File: config.mk
export PLATFORM = sky130hd
export DESIGN_NAME = slcan_fd_frame_parser
export DESIGN_NICKNAME = d
export VERILOG_FILES = /design/src/hw/rtl/slcanfd_pkg.sv /design/src/hw/rtl/slcanfd_step.sv /design/src/hw/rtl/slcan_fd_frame_parser.sv
export VERILOG_INCLUDE_DIRS = /design/src /design/src/hw/rtl
export SDC_FILE = /design/constraint.sdc
export NUM_CORES = 1
export LEC_CHECK = 0
export BUFFER_PORTS_ARGS = -buffer_cell sky130_fd_sc_hd__buf_2
export CAP_MARGIN = 20
export CELL_PAD_IN_SITES_DETAIL_PLACEMENT = 1
export CELL_PAD_IN_SITES_GLOBAL_PLACEMENT = 1
export CORE_MARGIN = 4
export CORE_UTILIZATION = 45
export DETAILED_ROUTE_END_ITERATION = 7
export PLACE_DENSITY = 0.84
export SYNTH_ARGS = -nofsm -noshare
export SYNTH_HDL_FRONTEND = slang
export SYNTH_SLANG_ARGS = --single-unit
export TNS_END_PERCENT = 30
File: constraint.sdc
create_clock -name clk -period 6.9 [get_ports clk]
set_clock_uncertainty 0.05 [all_clocks]
set_input_delay 0.345 -clock clk [delete_from_list [all_inputs] [get_ports clk]]
set_output_delay 0.345 -clock clk [all_outputs]
set_load 0.02 [all_outputs]
File: src/hw/rtl/slcan_fd_frame_parser_macros.svh
// Assertion macros for the serial CAN FD frame parser.
// Expects a clock named clk and an active-high reset named rst in the using module.
`ifndef SLCAN_FD_FRAME_PARSER_MACROS_SVH
`define SLCAN_FD_FRAME_PARSER_MACROS_SVH

// same-cycle implication
`define SLCANFD_ASSERT_IMP(label, ante, cons, msg) \
  label: assert property (@(posedge clk) disable iff (rst) (ante) |-> (cons)) \
    else $error(msg);

// next-cycle implication
`define SLCANFD_ASSERT_NEXT(label, ante, cons, msg) \
  label: assert property (@(posedge clk) disable iff (rst) (ante) |=> (cons)) \
    else $error(msg);

`endif

File: src/hw/rtl/slcanfd_pkg.sv
// Shared types, codes and decode functions of the serial CAN FD frame parser.
// No dependencies.
`default_nettype none

package slcanfd_pkg;

  localparam int OUT_TDATA_W = 40;

  localparam logic [2:0] PH_HUNT = 3'd0;
  localparam logic [2:0] PH_ID   = 3'd1;
  localparam logic [2:0] PH_DLC  = 3'd2;
  localparam logic [2:0] PH_HI   = 3'd3;
  localparam logic [2:0] PH_LO   = 3'd4;

  localparam logic [1:0] KIND_DATA  = 2'd0;
  localparam logic [1:0] KIND_EMPTY = 2'd1;
  localparam logic [1:0] KIND_DROP  = 2'd2;

  localparam logic [7:0] CHAR_START = 8'h62;

  typedef struct packed {
    logic [2:0]  phase;
    logic [11:0] id;
    logic [6:0]  len;
    logic [5:0]  cnt;
    logic [3:0]  hi;
    logic [1:0]  dc;
  } state_t;

  typedef struct packed {
    logic [1:0]  kind;
    logic [11:0] id;
    logic [6:0]  len;
    logic [5:0]  idx;
    logic [7:0]  val;
    logic        last;
  } result_t;

  localparam state_t STATE_RESET = '{
    phase: PH_HUNT, id: 12'd0, len: 7'd0, cnt: 6'd0, hi: 4'd0, dc: 2'd0
  };

  function automatic logic [3:0] hex_val(input logic [7:0] c);
    logic [3:0] v;
    v = 4'd0;
    if (c >= 8'h30 && c <= 8'h39) begin
      v = 4'(c - 8'h30);
    end else if (c >= 8'h41 && c <= 8'h46) begin
      v = 4'(c - 8'h37);
    end else if (c >= 8'h61 && c <= 8'h66) begin
      v = 4'(c - 8'h57);
    end
    return v;
  endfunction

  function automatic logic [6:0] dlc_len(input logic [3:0] code);
    logic [6:0] n;
    case (code)
      4'd9:    n = 7'd12;
      4'd10:   n = 7'd16;
      4'd11:   n = 7'd20;
      4'd12:   n = 7'd24;
      4'd13:   n = 7'd32;
      4'd14:   n = 7'd48;
      4'd15:   n = 7'd64;
      default: n = {3'b000, code};
    endcase
    return n;
  endfunction

endpackage

`default_nettype wire

File: src/hw/rtl/slcanfd_step.sv
// Per-character decode step: next parser state and at most one result.
// Depends on slcanfd_pkg.
`default_nettype none

module slcanfd_step #(
  parameter int MAX_DATA_LEN = 64
) (
  input  slcanfd_pkg::state_t  cur,
  input  logic [7:0]           in_char,
  input  logic                 eob,
  output slcanfd_pkg::state_t  nxt,
  output logic                 res_valid,
  output slcanfd_pkg::result_t res
);
  import slcanfd_pkg::*;

  localparam logic [6:0] MAX_LEN = 7'(MAX_DATA_LEN);

  logic [3:0] h;
  logic [6:0] mapped;
  logic [1:0] dc_inc;
  logic [6:0] cnt_inc;
  logic       drop;
  logic       emit;
  logic [1:0] kind;
  logic       last;

  assign h       = hex_val(in_char);
  assign mapped  = dlc_len(h);
  assign dc_inc  = cur.dc + 2'd1;
  assign cnt_inc = 7'(cur.cnt) + 7'd1;

  always_comb begin
    nxt  = cur;
    drop = 1'b0;
    emit = 1'b0;
    kind = KIND_DATA;
    last = 1'b0;
    case (cur.phase)
      PH_ID: begin
        nxt.id = {cur.id[7:0], h};
        nxt.dc = dc_inc;
        if (dc_inc == 2'd3) begin
          nxt.phase = PH_DLC;
        end
        drop = eob;
      end
      PH_DLC: begin
        nxt.len = mapped;
        if (mapped > MAX_LEN) begin
          drop = 1'b1;
        end else if (mapped == 7'd0) begin
          nxt.phase = PH_HUNT;
          emit = 1'b1;
          kind = KIND_EMPTY;
          last = 1'b1;
        end else begin
          nxt.cnt   = 6'd0;
          nxt.phase = PH_HI;
          drop      = eob;
        end
      end
      PH_HI: begin
        nxt.hi    = h;
        nxt.phase = PH_LO;
        drop      = eob;
      end
      PH_LO: begin
        if (cnt_inc >= cur.len) begin
          nxt.phase = PH_HUNT;
          emit = 1'b1;
          last = 1'b1;
        end else if (eob) begin
          drop = 1'b1;
        end else begin
          nxt.cnt   = cnt_inc[5:0];
          nxt.phase = PH_HI;
          emit = 1'b1;
        end
      end
      default: begin
        nxt.phase = PH_HUNT;
        if (in_char == CHAR_START) begin
          nxt       = STATE_RESET;
          nxt.phase = PH_ID;
          drop      = eob;
        end
      end
    endcase
    if (drop) begin
      nxt.phase = PH_HUNT;
    end
  end

  assign res_valid = drop || emit;

  always_comb begin
    res      = '0;
    res.id   = nxt.id;
    res.last = 1'b1;
    if (drop) begin
      res.kind = KIND_DROP;
      res.len  = nxt.len;
      res.idx  = nxt.cnt;
    end else if (kind == KIND_EMPTY) begin
      res.kind = KIND_EMPTY;
    end else begin
      res.kind = KIND_DATA;
      res.len  = cur.len;
      res.idx  = cur.cnt;
      res.val  = {cur.hi, h};
      res.last = last;
    end
  end

endmodule

`default_nettype wire

File: src/hw/rtl/slcan_fd_frame_parser.sv
// Serial CAN FD adapter receive parser: takes one ASCII character per beat, finds
// 'b' frames (three hex digits of identifier, one DLC digit, then hex byte pairs) and
// puts out one beat per data byte, one for a frame without data and one for each
// dropped frame. A character is taken every cycle while s_tready is high. It passes
// an input register and the decode step into the result register, which drives the
// result beat. s_tready falls only while a character that yields a result waits
// behind a result that m_tready has not yet taken. Depends on slcanfd_pkg,
// slcanfd_step and slcan_fd_frame_parser_macros.svh.
`default_nettype none
`include "slcan_fd_frame_parser_macros.svh"

module slcan_fd_frame_parser #(
  parameter int MAX_DATA_LEN = 64
) (
  input  logic                                  clk,
  input  logic                                  rst,
  input  logic                                  s_tvalid,
  output logic                                  s_tready,
  input  logic [7:0]                            s_tdata,  // in_char
  input  logic                                  s_tlast,  // end_of_buffer
  output logic                                  m_tvalid,
  input  logic                                  m_tready,
  // frame_id[11:0], frame_length[18:12], byte_index[24:19], byte_value[32:25], zero pad
  output logic [slcanfd_pkg::OUT_TDATA_W-1:0]   m_tdata,
  output logic [1:0]                            m_tuser,  // kind
  output logic                                  m_tlast   // frame_last
);
  import slcanfd_pkg::*;

  logic       in_valid;
  logic [7:0] in_char;
  logic       in_eob;
  state_t     state;
  logic       out_valid;
  result_t    out_res;

  state_t     step_state;
  logic       step_valid;
  result_t    step_res;
  logic       out_free;
  logic       advance;

  logic       data_beat;
  logic       ctrl_beat;
  logic       empty_beat;
  logic       frame_end;

  slcanfd_step #(
    .MAX_DATA_LEN(MAX_DATA_LEN)
  ) u_step (
    .cur      (state),
    .in_char  (in_char),
    .eob      (in_eob),
    .nxt      (step_state),
    .res_valid(step_valid),
    .res      (step_res)
  );

  assign out_free = !out_valid || m_tready;
  assign advance  = in_valid && (!step_valid || out_free);
  assign s_tready = !in_valid || advance;

  always_ff @(posedge clk) begin
    if (rst) begin
      in_valid  <= 1'b0;
      state     <= STATE_RESET;
      out_valid <= 1'b0;
    end else begin
      if (s_tready) begin
        in_valid <= s_tvalid;
      end
      if (advance) begin
        state <= step_state;
      end
      if (advance && step_valid) begin
        out_valid <= 1'b1;
      end else if (m_tready) begin
        out_valid <= 1'b0;
      end
    end
  end

  always_ff @(posedge clk) begin
    if (s_tvalid && s_tready) begin
      in_char <= s_tdata;
      in_eob  <= s_tlast;
    end
    if (advance && step_valid) begin
      out_res <= step_res;
    end
  end

  assign m_tvalid = out_valid;
  assign m_tdata  = {7'd0, out_res.val, out_res.idx, out_res.len, out_res.id};
  assign m_tuser  = out_res.kind;
  assign m_tlast  = out_res.last;

  assign data_beat  = out_valid && out_res.kind == KIND_DATA;
  assign ctrl_beat  = out_valid && out_res.kind != KIND_DATA;
  assign empty_beat = out_valid && out_res.kind == KIND_EMPTY;
  assign frame_end  = advance && step_valid && step_res.last;

  `SLCANFD_ASSERT_IMP(a_nondata_last, ctrl_beat, out_res.last, "drop or empty beat without last")
  `SLCANFD_ASSERT_IMP(a_index_in_frame, data_beat, 7'(out_res.idx) < out_res.len, "index past length")
  `SLCANFD_ASSERT_IMP(a_empty_zero_len, empty_beat, out_res.len == 7'd0, "empty beat with length")
  `SLCANFD_ASSERT_NEXT(a_last_rehunts, frame_end, state.phase == PH_HUNT, "no hunt after frame end")

endmodule

`default_nettype wire

==> results of run 1 <==
report_power, final:
group          total [mW]  switching [mW]  internal, mW  leakage, nW
clock               0.403           0.193         0.210        0.113
sequential          0.535          0.0156         0.519        0.738
combinational      0.0996          0.0619        0.0377         1.01
total                1.04           0.270         0.767         1.86
flip-flops by register name, summed over array words and instances, names as in the netlist:
signal / flops
in_valid: 1
m_tdata: 33
in_eob: 1
in_char: 8
m_tlast: 1
m_tvalid: 1
m_tuser: 2
state: 34
placed cells by master, fill, tap and decap left out, types with 13 or more instances in the layout:
master    netlist  routed
o21ai_0        16      16
nand2_1        33      33
buf_2           8      50
nor2_1         43      43
dfxtp_1        36      36
edfxtp_1       45      45
ha_1           13      13
inv_1          16      16
nor3_1         17      17
a22o_1         16      16
and2_1         15      15
cells by family (layout without fill, tap and decap cells):
logic type,count (synthesis),in the layout,share of synthesized area [%]
simple gates,155,155,18.7
compound gates,101,101,19.4
flops,81,81,49.1
buf+inv,40,86,4.66
fa+ha+maj,14,14,4.10
mux,9,9,2.26
xor+xnor,8,8,1.66
other cells,1,7,0.0889
per-stage QoR:
step                      instance area [µm²]  util, %  worst slack (ns)
after global routing                     4780     52.0              2.26
after floorplan                          4240        -              2.12
after detailed placement                 4520     49.1              2.61
final                                    4780     52.0              2.65
after global placement                   4520     49.1              2.90
after CTS                                4750     51.6              2.60
layer usage:
metal / global-route usage (%) / part of all wire (%) / vias to the layer above
li1: - / - / 1592
met1: 24.9 / 43 / 1625
met2: 33.8 / 49 / 97
met3: 4.32 / 6.5 / 11
met4: 6.94 / 1.3 / 0
met5: 0 / 0 / -
worst paths after layout:
kind	endpoint	cells after the start
worst max-delay path	state[10]$_SDFFE_PP0P_	11
worst min register to register	state[5]$_SDFFE_PP0P_	2
worst min-delay path	in_char[1]$_DFFE_PP_	1
worst max register to register	state[10]$_SDFFE_PP0P_	11
area by class of cell:
type,instances,area share (%)
clock buffers,9,2.59
repair buffers,53,6.12
flip-flops and latches,81,43.3
clock inverters,7,2.20
multi-input cells,294,41.5
well taps,111,2.90
inverters,17,1.39
==> results by group, run 1 <==
GRT
  • Initial antenna violation count: 0
  • Largest net degree at the start of global routing: 37
  • Final global-route overflow total: 0
  • Number of global-route vias before repair: 3454
  • Global Route Usage Sum: 19.9%
  • First-pass GRT wire length: 17400 µm

Setup path
  • Crit path buffers/inverters: 0
  • Req. time, crit path: 7.12 ns
  • CP delay by family, top: compound AO/OA/AOI/OAI gates
  • Crit path max fanout: 24
  • Worst r2r src: state[7]$_SDFFE_PP0P_
  • Setup CP Type: reg2reg
  • Critical Path Start Type: flip-flop
  • CP Cell Sequence: ha_1, nand3_1, xnor2_1, ha_1, a21oi_1, o21ai_0, a2111oi_0, o31a_1, o21a_1, nand2_1, o31ai_1
  • Crit path DAT: 4.48 ns
  • Critical path origin: state[7]$_SDFFE_PP0P_
  • Worst setup EP type: flip-flop
  • Register-to-register setup slack: 2.65 ns
  • Critical path's slowest cell: o21a_1
  • Most used cell, CP: ha_1
  • CP peak stage delay: 0.82 ns

Detailed routing
  • Vias per std cell: 5.81
  • WL final: 10600 µm
  • Antenna-violating nets left: 0
  • First-pass iteration count of the detailed router: 4
  • DRC Markers: 0
  • Routed length per instance: 18.5 µm
  • Drt initial violations: 175
  • Vias: 3325

Synthesis
  • Seq cells post-synth: 81
  • Largest cells by area after synthesis: edfxtp_1 32%, dfxtp_1 17%, ha_1 3.9%
  • Post-synth top area share: 32.0%
  • Ys async rst share: 0%
  • Commonest cells in the netlist: 45 x edfxtp_1, 43 x nor2_1, 36 x dfxtp_1
  • Synth Warn #: 0
  • EDFF count, synth: 45
  • Syn Inst Count: 409
  • Cell area after synthesis: 4220 µm²
  • Synth cell types: 72
  • Top cell type by total area after synthesis: edfxtp_1
  • Synth Flop Type: edfxtp_1
  • Seq/Total Area, Yosys: 49.1%
  • Most common cell in the netlist: edfxtp_1
  • Avg Cell Area, Syn: 10.3 µm²

Clock tree
  • Clock Tree Root: clkbuf_8
  • CTS max path bufs: 2
  • Post-CTS setup buffers: 0
  • Clock transition at path regs: 0.09 ns
  • # hold bufs at CTS: 0
  • Resize count post-CTS: 0
  • H-tree levels: 3
  • CTS tree: built
  • Num CTS Buffers: 9
  • Clock Sinks: 81
  • Clock latency on the worst-skew pair: 0.37 ns

Timing
  • Final Cycle Share: 61.7%
  • Setup violations, final: 0
  • Slew Viols, Final: 0
  • Worst hold slack: 0.0929 ns
  • RSZ-0062 raised after global routing: no
  • Fin Setup TNS: 0 ns
  • Slew HR: 31.5%
  • Upper clock frequency limit: 235 MHz
  • Minimum clock period: 4.25 ns
  • Worst Max-Slew Pin Slew: 1.03 ns
  • Final Hold Vio Count: 0

Pwr
  • Total chip power: 1.04 mW
  • Static leakage: 1.86 nW
  • Power density over the cells: 217 nW/µm²
  • Peak VDD IR: 0.000105 V

Placed design
  • Routability cong.: 0.923
  • HPWL after detailed placement: 7670 µm
  • Number of port buffers: 50
  • Dpl cells: 554

Job
  • Max Cap Viol: 0

Layout
  • Final Net Count: 482
  • Fillers: 1041
  • N_diodes: 0
  • Layout overhead on the synthesized area: 13.4%
  • Reg area: 2070 µm²
  • Ratio of cells with drive above 1 in the final layout: 19.1%
  • Post-route insts no fill: 572
  • Multi-input gate area: 1980 µm²

Die
  • Number of cell rows: 35
  • # IOs: 58
  • Chip height: 105 µm
  • Core box area: 9200 µm²
  • Die area: 11000 µm²
  • Width of the die: 105 µm
  • Starting Density: 45.9%

Hold path
  • Hold Crit Class: in2reg
  • Hold Startpoint: s_tdata[1]

Run status
  • Status: finished, final reports clean
(Power assumes the default switching activity.)
==> run 2: changes to the inputs <==
- CORE_UTILIZATION: 45 -> 41
- PLACE_DENSITY: 0.84 -> 0.81
- clock period: 6.9 -> 3.5 ns (I/O delays scaled with it)
==> run 2 against run 1 <==
Against the previous run: clock power up 77%; non-clock buffer count up 26; die area up 9.0%; utilization down 1.0 points; critical path depth up 1; final area up 5.6%; sequential cell count unchanged; critical endpoint is now m_tdata[12]$_DFFE_PP_.
==> results by group, run 2 (same netlist as run 1, synthesis figures left out) <==
Run status
  • Status: finished, final reports clean (unchanged)

Timing
  • Setup violations, final: 0 (unchanged)
  • Minimum clock period: 3.34 ns (was 4.25 ns)
  • Worst Max-Slew Pin Slew: 0.787 ns (was 1.03 ns)
  • Slew Viols, Final: 0 (unchanged)
  • Final Hold Vio Count: 0 (unchanged)
  • RSZ-0062 raised after global routing: yes (was no)
  • Upper clock frequency limit: 300 MHz (was 235 MHz)
  • Final Cycle Share: 95.4% (was 61.7%)
  • Worst hold slack: 0.0177 ns (was 0.0929 ns)
  • Slew HR: 47.3% (was 31.5%)

Pwr
  • Switching share of power: 26.7% (was 26.1%)
  • Power density over the cells: 394 nW/µm² (was 217 nW/µm²)
  • Peak VDD IR: 0.000164 V (was 0.000105 V)
  • Net switching power: 0.533 mW (was 0.270 mW)
  • Sequential power share: 52.6% (was 51.5%)
  • Static leakage: 1.97 nW (was 1.86 nW)
  • Clk pwr share: 35.9% (was 38.8%)
  • Internal Power: 1.46 mW (was 0.767 mW)
  • Comb pwr share: 11.5% (was 9.6%)

Setup path
  • Critical path's slowest cell: a2111oi_2 (was o21a_1)
  • Crit path buffers/inverters: 2 (was 0)
  • Crit path DAT: 3.35 ns (was 4.48 ns)
  • CP delay by family, top: compound AO/OA/AOI/OAI gates (unchanged)
  • CP peak stage delay: 0.46 ns (was 0.82 ns)
  • Critical R2R Capture: m_tdata[12]$_DFFE_PP_ (was state[10]$_SDFFE_PP0P_)
  • Req. time, crit path: 3.52 ns (was 7.12 ns)
  • CP Cell Sequence: ha_2, nand3_1, xnor2_1, ha_1, a21oi_1, o21ai_1, a2111oi_2, o31a_1, o21ai_4, a21oi_4, buf_4, buf_12 (was ha_1, nand3_1, xnor2_1, ha_1, a21oi_1, o21ai_0, a2111oi_0, o31a_1, o21a_1, nand2_1, o31ai_1)
  • Critical Path Start Type: flip-flop (unchanged)
  • Crit path max fanout: 17 (was 24)
  • Register-to-register setup slack: 0.16 ns (was 2.65 ns)
  • Worst setup EP type: flip-flop (unchanged)
  • Worst r2r src: state[6]$_SDFFE_PP0P_ (was state[7]$_SDFFE_PP0P_)
  • Reg2Reg Depth: 12 (was 11)
  • Setup CP Type: reg2reg (unchanged)

Clock tree
  • Clock transition at path regs: 0.09 ns (about the same)
  • H-tree levels: 3 (unchanged)
  • CTS max path bufs: 2 (unchanged)
  • Clock Tree Root: clkbuf_8 (unchanged)
  • Clock latency on the worst-skew pair: 0.36 ns (was 0.37 ns)
  • CTS tree: built (unchanged)
  • Clock Sinks: 81 (unchanged)
  • Num CTS Buffers: 9 (unchanged)

Detailed routing
  • First-pass iteration count of the detailed router: 5 (was 4)
  • Drt initial violations: 200 (was 175)
  • Vias: 3538 (was 3325)
  • Vias per std cell: 5.71 (was 5.81)
  • Routed length per instance: 18.1 µm (was 18.5 µm)
  • Antenna-violating nets left: 0 (unchanged)
  • DRC Markers: 0 (unchanged)
  • WL final: 11200 µm (was 10600 µm)

Layout
  • Most common cell after layout, fill and taps aside: buf_2 (unchanged)
  • Reg with most FFs: state (unchanged)
  • Finished Cell Area: 5050 µm² (was 4780 µm²)
  • Ratio of cells with drive above 1 in the final layout: 22.8% (was 19.1%)
  • Most frequent cells in the layout: 50 x buf_2, 45 x edfxtp_1, 42 x nor2_1 (was 50 x buf_2, 45 x edfxtp_1, 43 x nor2_1)
  • N_diodes: 0 (unchanged)
  • Layout overhead on the synthesized area: 19.7% (was 13.4%)
  • Final Net Count: 508 (was 482)
  • Max reg flops: 34 (unchanged)

Die
  • Chip height: 109 µm (was 105 µm)
  • Core box area: 9910 µm² (was 9200 µm²)
  • Number of cell rows: 36 (was 35)
  • # IOs: 58 (unchanged)
  • Width of the die: 109 µm (was 105 µm)
  • Starting Density: 42.6% (was 45.9%)
  • Die area: 12000 µm² (was 11000 µm²)

Placed design
  • HPWL after detailed placement: 8050 µm (was 7670 µm)
  • Routability cong.: 0.928 (was 0.923)
  • Number of port buffers: 50 (unchanged)
  • Dpl cell area: 4670 µm² (was 4520 µm²)

GRT
  • Initial antenna violation count: 0 (unchanged)
  • Number of global-route vias before repair: 3509 (was 3454)
  • Final global-route overflow total: 0 (unchanged)
  • Global Route Usage Sum: 19.0% (was 19.9%)
  • First-pass GRT wire length: 17600 µm (was 17400 µm)
  • Largest net degree at the start of global routing: 34 (was 37)

Hold path
  • Worst Hold End: in_valid$_SDFFE_PP0P_ (was in_char[1]$_DFFE_PP_)
  • Hold Crit Depth: 3 (was 1)
  • Hold Crit Class: in2reg (unchanged)
  • Hold Startpoint: s_tvalid (was s_tdata[1])

Job
  • Max Cap Viol: 0 (unchanged)
==> run 2: routing by layer <==
layer / global-route usage, % / up-vias / part of all wire (%)
met5: 0 / - / 0
met1: 23.8 / 1732 / 43
met4: 6.77 / 0 / 2.4
met2: 33.0 / 132 / 49
li1: - / 1649 / -
met3: 2.99 / 25 / 5.5
==> run 2: tightest hold or removal path: cells and delay by family <==
kind	cells	cell delay [ns]
compound gates	1	0.05
buf+inv	2	0.15
==> run 2: stage by stage <==
step	cells	setup slack [ns]	setup TNS, ns	utilization [%]	power (mW)
final	620	0.162	0	50.9	1.99
after CTS	616	0.0343	0	50.2	2.00
after global placement	590	0.314	0	47.1	1.27
after detailed placement	591	0.0888	0	47.2	1.28
after global routing	620	-0.0676	-1.18	50.9	2.08
after floorplan	415	0.0422	0	-	1.22
==> run 2: final cells by class <==
| cell class | instances | area, µm² |
|---|---|---|
| clock buffers | 9 | 124 |
| clock inverters | 7 | 82.6 |
| fillers | 1126 | 4860 |
| inverters | 17 | 66.3 |
| multi-input cells | 294 | 2000 |
| flip-flops and latches | 81 | 2070 |
| well taps | 133 | 166 |
| repair buffers | 79 | 533 |
==> run 2: power groups by stage <==
| stage | sequential (mW) | combinational [mW] | clock [mW] |
|---|---|---|---|
| after CTS | 1.05 | 0.223 | 0.732 |
| after global placement | 1.07 | 0.205 | 0 |
| after floorplan | 1.06 | 0.163 | 0 |
| after global routing | 1.05 | 0.250 | 0.778 |
| final | 1.05 | 0.228 | 0.715 |
| after detailed placement | 1.07 | 0.214 | 0 |
==> run 2: repair_timing <==
| item | CTS | global route |
|---|---|---|
| endpoints found under the setup margin | 0 | 79 |
| buffers inserted | 0 | 3 |
| hold buffers | 9 | 0 |
| resized for setup | 0 | 7 |
| endpoints found under the hold margin | 9 | 0 |
==> run 2: worst max-delay path by stage <==
stage / startpoint / to / depth (start not counted)
after global routing: state[6]$_SDFFE_PP0P_ / m_tdata[29]$_SDFFCE_PP0P_ / 12
final: state[6]$_SDFFE_PP0P_ / m_tdata[12]$_DFFE_PP_ / 12
after detailed placement: state[6]$_SDFFE_PP0P_ / state[2]$_SDFFE_PP0P_ / 11
after CTS: state[6]$_SDFFE_PP0P_ / state[2]$_SDFFE_PP0P_ / 11
after global placement: state[6]$_SDFFE_PP0P_ / m_tdata[9]$_DFFE_PP_ / 11
after floorplan: state[6]$_SDFFE_PP0P_ / m_tdata[0]$_DFFE_PP_ / 12
==> run 3: changes to the inputs <==
- CORE_UTILIZATION: 41 -> 42
- SYNTH_HIERARCHICAL: unset -> 1
==> run 3 against run 2 <==
Against the previous run: critical path depth up 1; combinational power down 35%; register-to-register slack better by 0.04 ns; final cell count up 6.1%; first-iteration DRC count down 15%; critical endpoint is now s_tready; highest routed layer unchanged.
==> results by group, run 3 <==
Run status
  • Status: finished, final reports clean (unchanged)

Timing
  • RSZ-0062 raised after global routing: no (was yes)
  • Setup ws final: 0.206 ns (was 0.162 ns)
  • Upper clock frequency limit: 304 MHz (was 300 MHz)
  • Worst Max-Slew Pin Slew: 0.932 ns (was 0.787 ns)
  • Slew HR: 37.9% (was 47.3%)
  • Final Hold Vio Count: 0 (unchanged)
  • Final Cycle Share: 94.1% (was 95.4%)
  • Setup violations, final: 0 (unchanged)
  • Fin Setup TNS: 0 ns (unchanged)
  • Slew Viols, Final: 0 (unchanged)
  • Minimum clock period: 3.29 ns (was 3.34 ns)

Setup path
  • Register-to-register setup slack: 0.21 ns (was 0.16 ns)
  • Critical Path Start Type: flip-flop (unchanged)
  • Worst setup EP type: output pin (was flip-flop)
  • Critical R2R Capture: m_tdata[2]$_DFFE_PP_ (was m_tdata[12]$_DFFE_PP_)
  • Reg2Reg Depth: 14 (was 12)
  • Setup CP Type: reg2out (was reg2reg)
  • Worst r2r src: state[7]$_SDFFE_PP0P_ (was state[6]$_SDFFE_PP0P_)
  • Crit path max fanout: 6 (was 17)
  • Req. time, crit path: 3.27 ns (was 3.52 ns)
  • Crit path DAT: 3.07 ns (was 3.35 ns)

Synthesis
  • Top cell type by total area after synthesis: edfxtp_1 (unchanged)
  • Cell area after synthesis: 4790 µm² (was 4220 µm²)
  • Post-synth top area share: 28.2% (was 32.0%)
  • Most common cell in the netlist: nand2b_1 (was edfxtp_1)
  • Compound-Gate Fraction of Synth Area: 13.0% (was 19.4%)
  • Largest family of logic cells by synthesized area: simple AND/OR/NAND/NOR gates (was compound AO/OA/AOI/OAI gates)
  • Synth Flop Type: edfxtp_1 (unchanged)
  • Simple-Gate Fraction of Synth Area: 21.4% (was 18.7%)
  • Commonest cells in the netlist: 72 x nand2b_1, 45 x edfxtp_1, 37 x mux2i_1 (was 45 x edfxtp_1, 43 x nor2_1, 36 x dfxtp_1)
  • Adder-Cell Fraction of Synth Area: 3.40% (was 4.09%)
  • Ys async rst share: 0% (unchanged)
  • Avg Cell Area, Syn: 10.3 µm² (about the same)
  • Syn Inst Count: 467 (was 409)
  • Synth Area in XOR/XNOR: 1.10% (was 1.66%)
  • Seq cells post-synth: 81 (unchanged)
  • Multiplexer area fraction after synthesis: 9.61% (was 2.26%)
  • Synth Warn #: 6 (was 0)
  • Synth cell types: 64 (was 72)
  • Seq/Total Area, Yosys: 43.3% (was 49.1%)
  • EDFF count, synth: 45 (unchanged)
  • Largest cells by area after synthesis: edfxtp_1 28%, dfxtp_1 15%, nand2b_1 9.4% (was edfxtp_1 32%, dfxtp_1 17%, ha_1 3.9%)

Die
  • # IOs: 58 (unchanged)
  • Chip height: 115 µm (was 109 µm)
  • Die area: 13200 µm² (was 12000 µm²)
  • Starting Density: 43.6% (was 42.6%)
  • Core box area: 11000 µm² (was 9910 µm²)
  • Width of the die: 115 µm (was 109 µm)
  • Number of cell rows: 38 (was 36)

GRT
  • Initial antenna violation count: 0 (unchanged)
  • Largest net degree at the start of global routing: 71 (was 34)
  • Number of global-route vias before repair: 3824 (was 3509)
  • First-pass GRT wire length: 19400 µm (was 17600 µm)
  • Global Route Usage Sum: 18.6% (was 19.0%)
  • Final global-route overflow total: 0 (unchanged)

Placed design
  • Routability cong.: 0.856 (was 0.928)
  • Pre-CTS setup slack: 0.163 ns (was 0.0888 ns)
  • Number of port buffers: 50 (unchanged)
  • HPWL after detailed placement: 8030 µm (was 8050 µm)

Hold path
  • Hold Crit Depth: 3 (unchanged)
  • Hold Crit Class: in2reg (unchanged)
  • Hold Startpoint: s_tvalid (unchanged)
  • Worst Hold End: in_valid$_SDFFE_PP0P_ (unchanged)

Layout
  • Ratio of cells with drive above 1 in the final layout: 22.4% (was 22.8%)
  • N_diodes: 0 (unchanged)
  • Final core occ: 49.8% (was 50.9%)
  • Reg with most FFs: state (unchanged)
  • Max reg flops: 34 (unchanged)
  • Final Net Count: 539 (was 508)
  • Most common cell after layout, fill and taps aside: nand2b_1 (was buf_2)
  • Most frequent cells in the layout: 71 x nand2b_1, 50 x buf_2, 45 x edfxtp_1 (was 50 x buf_2, 45 x edfxtp_1, 42 x nor2_1)
  • Layout overhead on the synthesized area: 14.2% (was 19.7%)

Pwr
  • Switching share of power: 22.9% (was 26.7%)
  • Clk pwr share: 42.8% (was 35.9%)
  • Internal Power: 1.57 mW (was 1.46 mW)
  • Sequential power share: 49.9% (was 52.6%)
  • Static leakage: 1.88 nW (was 1.97 nW)
  • Comb pwr share: 7.3% (was 11.5%)
  • Power density over the cells: 373 nW/µm² (was 394 nW/µm²)
  • Peak VDD IR: 0.000326 V (was 0.000164 V)
  • Net switching power: 0.467 mW (was 0.533 mW)

Clock tree
  • CTS max path bufs: 2 (unchanged)
  • Clock Tree Root: clkbuf_16 (was clkbuf_8)
  • Clock Sinks: 81 (unchanged)
  • Clock transition at path regs: 0.06 ns (was 0.09 ns)
  • Post-CTS setup buffers: 0 (unchanged)
  • H-tree levels: 3 (unchanged)
  • Clock latency on the worst-skew pair: 0.34 ns (was 0.36 ns)
  • CTS tree: built (unchanged)
  • Num CTS Buffers: 9 (unchanged)

Detailed routing
  • DRC Markers: 0 (unchanged)
  • Vias per std cell: 5.46 (was 5.71)
  • Vias: 3591 (was 3538)
  • WL final: 11600 µm (was 11200 µm)
  • Antenna-violating nets left: 0 (unchanged)
  • Routed length per instance: 17.7 µm (was 18.1 µm)
  • First-pass iteration count of the detailed router: 4 (was 5)
  • Drt initial violations: 170 (was 200)

Job
  • Max Cap Viol: 0 (unchanged)
## run 3: repair_timing
item                                    in CTS  in global routing
hold buffers                                 9                  0
endpoints found under the setup margin       0                 57
resized for setup                            0                  6
hold endpoints to repair                     9                  0
## run 3: worst max-delay path, cell delays in order, from the launching register on
cell and delay (ns):
dfxtp_1 0.44, ha_2 0.28, nand3_1 0.10, xnor2_1 0.25, ha_1 0.31, nand4_1 0.08, and3_1 0.18, o21ai_2 0.10
o21ai_0 0.18, nand2_1 0.14, a31o_4 0.27, nand3_4 0.11, nand3_1 0.11, buf_2 0.18
## run 3: logic make-up after synthesis
kind of cell             count (synthesis)
flip-flops                              81
multiplexers                            44
other                                    1
adder cells (fa/ha/maj)                 13
AO/OA/AOI/OAI                           83
XOR/XNOR                                 6
buffers and inverters                   61
AND/OR/NAND/NOR                        178
## run 3: routing by layer
metal / vias up / global-route usage [%] / share of wire [%]
met2: 81 / 32.2 / 50
met3: 14 / 5.05 / 4.7
met1: 1771 / 22.8 / 44
li1: 1725 / - / -
met4: 0 / 5.16 / 1.4
met5: - / 0 / 0
## run 3: stage by stage
step / instances / power, mW / cell area [µm²] / hold slack, ns
3_5_place_dp: 633 / 1.18 / 5100 / 0.305
6_report: 658 / 2.04 / 5470 / 0.0473
3_3_place_gp: 633 / 1.17 / 5100 / 0.302
4_1_cts: 658 / 2.05 / 5460 / 0.0440
5_1_grt: 658 / 2.11 / 5470 / 0.0458
2_1_floorplan: 473 / 1.15 / 4870 / 0.224
## run 3: cell type report
cell class / instances / area (µm²)
Sequential cell: 81 / 2070
Clock buffer: 13 / 250
Inverter: 16 / 62.6
Timing Repair Buffer: 74 / 478
Clock inverter: 3 / 17.5
Fill cell: 1244 / 5520
Tap cell: 140 / 175
Multi-Input combinational cell: 331 / 2410
## run 3: worst max path at each step
stage / startpoint / endpoint / slack (ns) / depth (start not counted)
floorplan: in_char[0]$_DFFE_PP_ / m_tdata[0]$_DFFE_PP_ / 0.01 / 15
global placement: state[6]$_SDFFE_PP0P_ / m_tdata[9]$_DFFE_PP_ / 0.34 / 14
detailed placement: state[6]$_SDFFE_PP0P_ / m_tdata[9]$_DFFE_PP_ / 0.16 / 14
CTS: state[6]$_SDFFE_PP0P_ / m_tdata[2]$_DFFE_PP_ / 0.15 / 14
global route: state[7]$_SDFFE_PP0P_ / s_tready / 0.007 / 13
finish: state[7]$_SDFFE_PP0P_ / s_tready / 0.21 / 13
## run 3: power by group through the flow
stage | logic (mW) | clock network, mW | registers (mW)
2_1_floorplan | 0.118 | 0 | 1.03
3_3_place_gp | 0.136 | 0 | 1.04
3_5_place_dp | 0.139 | 0 | 1.04
4_1_cts | 0.148 | 0.888 | 1.02
5_1_grt | 0.162 | 0.933 | 1.02
6_report | 0.149 | 0.873 | 1.02
